--- config.mk ---
export PLATFORM = sky130hd
export DESIGN_NAME = iir_filter_q15_order7_flat
export DESIGN_NICKNAME = d
export VERILOG_FILES = /design/src/sv/iir7_pkg.sv /design/src/sv/iir7_in_if.sv /design/src/sv/iir7_out_if.sv /design/src/sv/iir7_ctrl.sv /design/src/sv/iir7_dp.sv /design/src/sv/iir_filter_q15_order7.sv /design/src/flat_wrapper.sv
export SDC_FILE = /design/constraint.sdc
export NUM_CORES = 1
export LEC_CHECK = 0
export ABC_AREA = 1
export BUFFER_PORTS_ARGS = -buffer_cell sky130_fd_sc_hd__buf_2
export CORE_MARGIN = 1
export CORE_UTILIZATION = 55
export DETAILED_ROUTE_END_ITERATION = 6
export PLACE_DENSITY = 0.74
export SYNTH_ARGS = -nofsm -noshare
export SYNTH_HDL_FRONTEND = slang
export SYNTH_SLANG_ARGS = --single-unit
--- constraint.sdc ---
create_clock -name clk_i -period 7.75 [get_ports clk_i]
set_clock_uncertainty 0.1 [all_clocks]
set_input_delay 1.55 -clock clk_i [delete_from_list [all_inputs] [get_ports clk_i]]
set_output_delay 1.55 -clock clk_i [all_outputs]
set_load 0.005 [all_outputs]
--- src/sv/iir7_pkg.sv ---
// ----------------------------------------------------------------------------
// iir7_pkg
// Shared constants, coefficient tables and command type of the order-7 IIR.
// ----------------------------------------------------------------------------
package iir7_pkg;

  localparam int unsigned TAPS_DEF        = 8;
  localparam int unsigned SAMPLE_BITS_DEF = 16;
  localparam int unsigned ROM_TAPS        = 8;
  localparam int unsigned COEF_BITS       = 16;
  localparam int unsigned ACC_BITS        = 32;
  localparam int unsigned RND_SHIFT       = 15;
  localparam logic [ACC_BITS-1:0] ROUND_BIAS = 32'h0000_4000;

  localparam logic signed [COEF_BITS-1:0] COEF_B [ROM_TAPS] = '{
    16'sd581, -16'sd3940, 16'sd11573, -16'sd19087,
    16'sd19087, -16'sd11573, 16'sd3940, -16'sd581
  };

  localparam logic signed [COEF_BITS-1:0] COEF_A [ROM_TAPS] = '{
    16'sd0, -16'sd6440, 16'sd15182, -16'sd20279,
    16'sd16526, -16'sd8190, 16'sd2276, -16'sd271
  };

  typedef struct packed {
    logic load;
    logic mul_en;
    logic mul_fb;
    logic finish;
  } iir7_cmd_t;

  function automatic logic signed [COEF_BITS-1:0] coef_b(input int unsigned k);
    logic signed [COEF_BITS-1:0] c;
    c = '0;
    if (k < ROM_TAPS) begin
      c = COEF_B[k[2:0]];
    end
    return c;
  endfunction

  function automatic logic signed [COEF_BITS-1:0] coef_a(input int unsigned k);
    logic signed [COEF_BITS-1:0] c;
    c = '0;
    if (k < ROM_TAPS) begin
      c = COEF_A[k[2:0]];
    end
    return c;
  endfunction

endpackage

--- src/sv/iir7_in_if.sv ---
// ----------------------------------------------------------------------------
// iir7_in_if
// Valid/ready channel carrying one input sample per item.
// ----------------------------------------------------------------------------
interface iir7_in_if #(
  parameter int unsigned SAMPLE_BITS = iir7_pkg::SAMPLE_BITS_DEF
);
  logic                          valid;
  logic                          ready;
  logic signed [SAMPLE_BITS-1:0] sample_in;

  modport source (output valid, output sample_in, input ready);
  modport sink (input valid, input sample_in, output ready);
endinterface

--- src/sv/iir7_out_if.sv ---
// ----------------------------------------------------------------------------
// iir7_out_if
// Valid/ready channel carrying one filtered sample per item.
// ----------------------------------------------------------------------------
interface iir7_out_if #(
  parameter int unsigned SAMPLE_BITS = iir7_pkg::SAMPLE_BITS_DEF
);
  logic                          valid;
  logic                          ready;
  logic signed [SAMPLE_BITS-1:0] sample_out;

  modport source (output valid, output sample_out, input ready);
  modport sink (input valid, input sample_out, output ready);
endinterface

--- src/sv/iir7_ctrl.sv ---
// ----------------------------------------------------------------------------
// iir7_ctrl
// Sequencer: one multiply-accumulate step per cycle over all taps, then
// rounding and hand-over of the result to the output register.
// ----------------------------------------------------------------------------
module iir7_ctrl #(
  parameter int unsigned TAPS = iir7_pkg::TAPS_DEF,
  localparam int unsigned TAP_W = $clog2(TAPS)
) (
  input  logic                  clk_i,
  input  logic                  rst_ni,
  input  logic                  in_valid_i,
  output logic                  in_ready_o,
  output logic                  out_valid_o,
  input  logic                  out_ready_i,
  output iir7_pkg::iir7_cmd_t   cmd_o,
  output logic [TAP_W-1:0]      tap_o
);
  import iir7_pkg::*;

  typedef enum logic [1:0] {
    ST_IDLE,
    ST_MAC,
    ST_DRAIN,
    ST_FINISH
  } state_e;

  state_e            state_q, state_d;
  logic [TAP_W-1:0]  k_q, k_d;
  logic              fb_q, fb_d;
  logic              out_valid_q, out_valid_d;
  logic              in_acc;
  logic              last_op;

  assign in_ready_o  = (state_q == ST_IDLE);
  assign in_acc      = in_valid_i && in_ready_o;
  assign out_valid_o = out_valid_q;
  assign tap_o       = k_q;
  assign last_op     = fb_q && (k_q == TAP_W'(TAPS - 1));

  always_comb begin
    cmd_o        = '0;
    cmd_o.load   = in_acc;
    cmd_o.mul_en = (state_q == ST_MAC);
    cmd_o.mul_fb = fb_q;
    cmd_o.finish = (state_q == ST_FINISH) && (!out_valid_q || out_ready_i);
  end

  always_comb begin
    state_d     = state_q;
    k_d         = k_q;
    fb_d        = fb_q;
    out_valid_d = out_valid_q;
    if (out_valid_q && out_ready_i) begin
      out_valid_d = 1'b0;
    end
    unique case (state_q)
      ST_IDLE: begin
        if (in_acc) begin
          state_d = ST_MAC;
          k_d     = '0;
          fb_d    = 1'b0;
        end
      end
      ST_MAC: begin
        if (last_op) begin
          state_d = ST_DRAIN;
          fb_d    = 1'b0;
          k_d     = '0;
        end else if (fb_q) begin
          fb_d = 1'b0;
          k_d  = k_q + TAP_W'(1);
        end else begin
          fb_d = 1'b1;
        end
      end
      ST_DRAIN: begin
        state_d = ST_FINISH;
      end
      ST_FINISH: begin
        if (cmd_o.finish) begin
          state_d     = ST_IDLE;
          out_valid_d = 1'b1;
        end
      end
      default: begin
        state_d = ST_IDLE;
      end
    endcase
  end

  always_ff @(posedge clk_i or negedge rst_ni) begin
    if (!rst_ni) begin
      state_q     <= ST_IDLE;
      k_q         <= '0;
      fb_q        <= 1'b0;
      out_valid_q <= 1'b0;
    end else begin
      state_q     <= state_d;
      k_q         <= k_d;
      fb_q        <= fb_d;
      out_valid_q <= out_valid_d;
    end
  end

`ifndef SYNTHESIS
  a_accept_starts_mac: assert property (@(posedge clk_i) disable iff (!rst_ni)
    in_acc |=> (state_q == ST_MAC) && (k_q == '0) && !fb_q)
    else $error("accepted item did not start at the first tap");

  a_finish_slot_free: assert property (@(posedge clk_i) disable iff (!rst_ni)
    cmd_o.finish |-> (!out_valid_q || out_ready_i))
    else $error("result written over a waiting item");

  a_no_accept_busy: assert property (@(posedge clk_i) disable iff (!rst_ni)
    (cmd_o.mul_en || cmd_o.finish) |-> !cmd_o.load)
    else $error("new item loaded while work in progress");
`endif

endmodule

--- src/sv/iir7_dp.sv ---
// ----------------------------------------------------------------------------
// iir7_dp
// Datapath: sample histories, shared multiplier, accumulator, rounding and
// output register.
// ----------------------------------------------------------------------------
module iir7_dp #(
  parameter int unsigned TAPS        = iir7_pkg::TAPS_DEF,
  parameter int unsigned SAMPLE_BITS = iir7_pkg::SAMPLE_BITS_DEF,
  localparam int unsigned TAP_W      = $clog2(TAPS)
) (
  input  logic                          clk_i,
  input  logic                          rst_ni,
  input  iir7_pkg::iir7_cmd_t           cmd_i,
  input  logic [TAP_W-1:0]              tap_i,
  input  logic signed [SAMPLE_BITS-1:0] sample_in_i,
  output logic signed [SAMPLE_BITS-1:0] sample_out_o
);
  import iir7_pkg::*;

  localparam int unsigned PW   = SAMPLE_BITS + COEF_BITS;
  localparam int unsigned PEXT = (PW > ACC_BITS) ? PW : ACC_BITS;

  logic signed [SAMPLE_BITS-1:0] xh_q [TAPS];
  logic signed [SAMPLE_BITS-1:0] yh_q [TAPS];
  logic [TAP_W-1:0]              pos_q;
  logic [ACC_BITS-1:0]           acc_q;
  logic [ACC_BITS-1:0]           prod_q;
  logic                          prod_valid_q;
  logic                          prod_sub_q;
  logic signed [SAMPLE_BITS-1:0] out_q;

  logic [TAP_W-1:0]              idx;
  logic signed [SAMPLE_BITS-1:0] hist_sel;
  logic signed [COEF_BITS-1:0]   coef_sel;
  logic signed [PW-1:0]          prod_full;
  logic signed [PEXT-1:0]        prod_ext;
  logic [ACC_BITS-1:0]           acc_rnd;
  logic [ACC_BITS-1:0]           shifted;
  logic signed [SAMPLE_BITS-1:0] y_new;

  always_comb begin
    if (pos_q >= tap_i) begin
      idx = pos_q - tap_i;
    end else begin
      idx = TAP_W'((TAP_W + 1)'(pos_q) + (TAP_W + 1)'(TAPS) - (TAP_W + 1)'(tap_i));
    end
  end

  assign hist_sel  = cmd_i.mul_fb ? yh_q[idx] : xh_q[idx];
  assign coef_sel  = cmd_i.mul_fb ? coef_a(32'(tap_i)) : coef_b(32'(tap_i));
  assign prod_full = PW'(hist_sel) * PW'(coef_sel);
  assign prod_ext  = PEXT'(prod_full);

  assign acc_rnd = acc_q + ROUND_BIAS;
  assign shifted = ACC_BITS'($signed(acc_rnd) >>> RND_SHIFT);
  assign y_new   = shifted[SAMPLE_BITS-1:0];

  assign sample_out_o = out_q;

  always_ff @(posedge clk_i or negedge rst_ni) begin
    if (!rst_ni) begin
      for (int i = 0; i < TAPS; i++) begin
        xh_q[i] <= '0;
        yh_q[i] <= '0;
      end
      pos_q        <= '0;
      acc_q        <= '0;
      prod_valid_q <= 1'b0;
      prod_sub_q   <= 1'b0;
    end else begin
      prod_valid_q <= cmd_i.mul_en;
      prod_sub_q   <= cmd_i.mul_fb;
      if (cmd_i.load) begin
        xh_q[pos_q] <= sample_in_i;
        acc_q       <= '0;
      end else if (prod_valid_q) begin
        if (prod_sub_q) begin
          acc_q <= acc_q - prod_q;
        end else begin
          acc_q <= acc_q + prod_q;
        end
      end
      if (cmd_i.finish) begin
        yh_q[pos_q] <= y_new;
        if (pos_q == TAP_W'(TAPS - 1)) begin
          pos_q <= '0;
        end else begin
          pos_q <= pos_q + TAP_W'(1);
        end
      end
    end
  end

  always_ff @(posedge clk_i) begin
    if (cmd_i.mul_en) begin
      prod_q <= prod_ext[ACC_BITS-1:0];
    end
    if (cmd_i.finish) begin
      out_q <= y_new;
    end
  end

`ifndef SYNTHESIS
  a_load_no_pending: assert property (@(posedge clk_i) disable iff (!rst_ni)
    cmd_i.load |-> !prod_valid_q)
    else $error("product pending when new sample loaded");

  a_finish_drained: assert property (@(posedge clk_i) disable iff (!rst_ni)
    cmd_i.finish |-> !prod_valid_q && !cmd_i.mul_en)
    else $error("result taken before accumulation completed");
`endif

endmodule

--- src/sv/iir_filter_q15_order7.sv ---
// ----------------------------------------------------------------------------
// iir_filter_q15_order7
// Direct-form-I IIR filter of order 7 on signed Q15 audio samples.
// ----------------------------------------------------------------------------
// in_i carries one input sample per item, out_o one filtered sample per item;
// both are valid/ready channels and every accepted input gives exactly one
// output. The block takes an item only when idle. One shared multiplier
// works through the feedforward and feedback taps, one product per cycle:
// a multiply-accumulate step for each feedforward and feedback tap, a
// drain step that adds the last product, and a step that rounds and loads
// the output register. Only then does the block return to idle and take
// the next item, so it does not take a new item while one is in progress.
// The result waits in the output register; if the receiver stalls, the next
// item is still taken and computed, and only its hand-over waits until the
// register is free. Reset clears both sample histories, the write position
// and all handshake state; the block is ready in the first cycle after it.
// ----------------------------------------------------------------------------
module iir_filter_q15_order7 #(
  parameter int unsigned TAPS        = iir7_pkg::TAPS_DEF,
  parameter int unsigned SAMPLE_BITS = iir7_pkg::SAMPLE_BITS_DEF
) (
  input  logic        clk_i,
  input  logic        rst_ni,
  iir7_in_if.sink     in_i,
  iir7_out_if.source  out_o
);
  import iir7_pkg::*;

  localparam int unsigned TAP_W = $clog2(TAPS);

  iir7_cmd_t                     cmd;
  logic [TAP_W-1:0]              tap;
  logic                          in_ready;
  logic                          out_valid;
  logic signed [SAMPLE_BITS-1:0] sample_out;

  assign in_i.ready       = in_ready;
  assign out_o.valid      = out_valid;
  assign out_o.sample_out = sample_out;

  iir7_ctrl #(
    .TAPS(TAPS)
  ) u_ctrl (
    .clk_i       (clk_i),
    .rst_ni      (rst_ni),
    .in_valid_i  (in_i.valid),
    .in_ready_o  (in_ready),
    .out_valid_o (out_valid),
    .out_ready_i (out_o.ready),
    .cmd_o       (cmd),
    .tap_o       (tap)
  );

  iir7_dp #(
    .TAPS        (TAPS),
    .SAMPLE_BITS (SAMPLE_BITS)
  ) u_dp (
    .clk_i        (clk_i),
    .rst_ni       (rst_ni),
    .cmd_i        (cmd),
    .tap_i        (tap),
    .sample_in_i  (in_i.sample_in),
    .sample_out_o (sample_out)
  );

endmodule

--- src/flat_wrapper.sv ---
// flat-port wrapper written by rule: the top's interface ports become plain ports
module iir_filter_q15_order7_flat import iir7_pkg::*;
#(
  parameter int unsigned TAPS        = iir7_pkg::TAPS_DEF,
  parameter int unsigned SAMPLE_BITS = iir7_pkg::SAMPLE_BITS_DEF
)
  (clk_i, rst_ni, in_i_valid, in_i_sample_in, in_i_ready, out_o_valid, out_o_sample_out, out_o_ready);
  iir7_in_if #(.SAMPLE_BITS(SAMPLE_BITS)) in_i_i ();
  iir7_out_if #(.SAMPLE_BITS(SAMPLE_BITS)) out_o_i ();
  input  logic clk_i;
  input  logic rst_ni;
  input wire logic [$bits(in_i_i.valid)-1:0] in_i_valid;
  input wire logic [$bits(in_i_i.sample_in)-1:0] in_i_sample_in;
  output wire logic [$bits(in_i_i.ready)-1:0] in_i_ready;
  output wire logic [$bits(out_o_i.valid)-1:0] out_o_valid;
  output wire logic [$bits(out_o_i.sample_out)-1:0] out_o_sample_out;
  input wire logic [$bits(out_o_i.ready)-1:0] out_o_ready;
  assign in_i_i.valid = in_i_valid;
  assign in_i_i.sample_in = in_i_sample_in;
  assign in_i_ready = in_i_i.ready;
  assign out_o_valid = out_o_i.valid;
  assign out_o_sample_out = out_o_i.sample_out;
  assign out_o_i.ready = out_o_ready;
  iir_filter_q15_order7 #(.TAPS(TAPS), .SAMPLE_BITS(SAMPLE_BITS)) u_core (.clk_i(clk_i), .rst_ni(rst_ni), .in_i(in_i_i), .out_o(out_o_i));
endmodule
==> reports/metrics.cfg <==
[run_status]
status = complete, no violations

[critical_path]
crit_top_cell = inv_2
cp.required_ns = 7.97
worstPathMaxFanout = 7
end_kind = flip-flop
critical_path_class = reg -> reg
worstSetupStartpointType = flip-flop
critPathMaxStageDelay_ns = 0.60
critical_path.slowest_cell = fa_2
arrival_ns = 7.89

[place]
placedCellCount = 4154
io_buffers = 37
gp_congestion = 0.965
place_area_mm2 = 0.0292
dpl.hpwl_um = 55000

[route]
route.antenna.remaining_nets = 0
wirelength_um = 76800
vias = 23819
drc = 0
routedWlPerCell_um = 18.0
drt_iter0_markers = 2407
viasPerCell = 5.58
drt_first_pass_iters = 7

[clocking]
cts_buffer_depth = 3
clk_pin_slew_worst_paths_ns = 0.06
cts_hold_buffers = 0
cts_max_level = 2
numCtsBuffers = 39
root_buffer = clkbuf_16
clkSinkCount = 346
insertion_delay_ns = 0.58
cts_tree = built

[sta]
finalHoldViolCount = 0
fmax_mhz = 130
setup_viol = 0
rsz0062_at_grt = true
worstMarginPinSlew_ns = 1.20
final_max_slew_viol_count = 0
fin_crit_sh_pct = 99.0
tns_ns = 0
layout_min_cycle_time_ns = 7.68
relSlewSlack_pct = 20.1

[finish]
post-route-util_pct = 63.8
area_growth_pct = 13.7
layout.cells.non_filler = 4270
fin_area_mm2 = 0.0315
drive_gt1_share_pct = 11.5
final_nets = 3981
n_antenna_cell = 0

[floorplan]
core_mm2 = 0.0494
initial_core_util_pct = 56.1
die_height_um = 226
die_area_mm2 = 0.0513
dieWidth_um = 226
io-pin-count = 38
fp-row-count = 81

[yosys]
synth_area_mm2 = 0.0277
synth_cells = 3452
synthArstFlopShare_pct = 86.4
ys_seq_elements = 346
ys_types = 49
ys_seq_area_share_pct = 32.1
yosys.area.top_type_share_pct = 27.0
yosys-top-cells-count = nand2_1, inv_1, o21ai_0
synth_nets = 3857
synth.most_common_cell = nand2_1
synth_top_area_cell = dfrtp_1
synth_flop_cell = dfrtp_1
syn_avg_cell_area_um2 = 8.02
synth-edff-count = 47
yosysWarnings = 0
synth_area_leaders = dfrtp_1, fa_1, nand2_1

[worst_hold_path]
hold_path.class = reg -> reg

[global_route]
grt.total_usage_pct = 30.4
grt.overflow.total = 0
grt_max_degree = 83
grt_pass1_wl_um = 121000
grt_antenna_before_repair = 0
grt_pass1_vias = 23083

[flow_run]
max-cap-violations = 0

[final timing paths]
check | start | endpoint | slack (ns) | depth (start not counted)
setup / recovery | u_core.u_dp.pos_q[0]$_DFFE_PN0P_ | u_core.u_dp.prod_q[30]$_DFFE_PP_ | 0.07 | 37
hold / removal | u_core.u_dp.yh_q[99]$_DFFE_PN0P_ | u_core.u_dp.yh_q[99]$_DFFE_PN0P_ | 0.37 | 2
setup reg to reg | u_core.u_dp.pos_q[0]$_DFFE_PN0P_ | u_core.u_dp.prod_q[30]$_DFFE_PP_ | 0.07 | 37
hold reg to reg | u_core.u_dp.yh_q[99]$_DFFE_PN0P_ | u_core.u_dp.yh_q[99]$_DFFE_PN0P_ | 0.37 | 2
max in group asynchronous | rst_ni | u_core.u_dp.xh_q[33]$_DFFE_PN0P_ | 5.20 | 2
min in group asynchronous | rst_ni | u_core.u_dp.yh_q[54]$_DFFE_PN0P_ | 0.81 | 1
[critical path: cells and delay by family, from the launching register on]
family	cells	cell delay (ns)
AO/OA/AOI/OAI	2	0.32
flip-flops	1	0.39
buffers and inverters	14	1.26
adder cells (fa/ha/maj)	9	4.11
AND/OR/NAND/NOR	12	1.23
[final cells by class]
cell class | instances | area [µm²]
Clock inverter | 19 | 239
Clock buffer | 52 | 1080
Tap cell | 664 | 831
Multi-Input combinational cell | 2436 | 16600
Sequential cell | 346 | 8890
Timing Repair Buffer | 207 | 1770
Inverter | 546 | 2070
Fill cell | 4148 | 17900
[metrics by stage]
| stage | worst slack (ns) | hold WS [ns] |
|---|---|---|
| after floorplan | 0.543 | 0.304 |
| after global placement | 0.164 | 0.356 |
| after detailed placement | 0.0147 | 0.359 |
| after CTS | 0.0435 | 0.374 |
| after global routing | -0.193 | 0.394 |
| final | 0.0749 | 0.373 |
[kinds of logic after synthesis]
group | share of synthesized area [%]
simple gates | 19.5
compound gates | 12.2
xor+xnor | 2.40
flops | 32.1
fa+ha+maj | 24.4
buf+inv | 9.41
[registers in the layout, indices dropped and copies added (netlist names), 2 cells and up]
| name | count |
|---|---|
| u_core.u_dp.prod_q | 31 |
| u_core.u_dp.yh_q | 128 |
| u_core.u_dp.xh_q | 128 |
| u_core.u_dp.acc_q | 31 |
| u_core.u_ctrl.state_q | 2 |
| u_core.u_ctrl.tap_o | 3 |
| u_core.u_dp.pos_q | 3 |
| u_core.u_dp.sample_out_o | 16 |
[placed cells by master, fill, tap and decap left out, drive strengths merged, types with 2 or more instances in the layout]
cell type  Yosys  layout
clkinv         3      18
o21a           5       5
and3           2       2
buf           51     203
o22ai         21      21
fa           258     258
a21boi         2       2
nand3        115     115
o211ai         7       7
a31oi         21      21
nor2         318     318
dfrtp        299     299
bufinv         0       3
xor2          52      52
inv          543     543
nand3b         3       3
a32o          10      10
nand4         19      19
xnor2         21      21
or2            4       4
clkbuf        73      56
o31ai          2       2
o21ai        390     390
edfxtp        47      47
nor4           4       4
a221oi         6       6
o21bai         7       7
nand2        861     861
ha           127     127
a21o           9       9
a21oi        150     150
nor3          18      18
[repair_timing]
action / in CTS / in global routing
pin swaps: 0 / 75
setup endpoints to repair: 2 / 18
buffers inserted: 0 / 41
cloned: 0 / 4
gates resized for setup: 2 / 157
[routing by layer]
| layer | share of wire (%) | routed length [µm] | vias up | global-route usage (%) |
|---|---|---|---|---|
| li1 | - | - | 11102 | - |
| met1 | 41 | 31600 | 11420 | 41.5 |
| met2 | 45 | 34900 | 1080 | 47.4 |
| met3 | 9.6 | 7370 | 217 | 6.67 |
| met4 | 3.8 | 2920 | 0 | 11.4 |
| met5 | 0 | 0 | - | 0 |
Power is not shown: default switching activity piles up to over one toggle a cycle in this logic, so the estimate is an artifact.
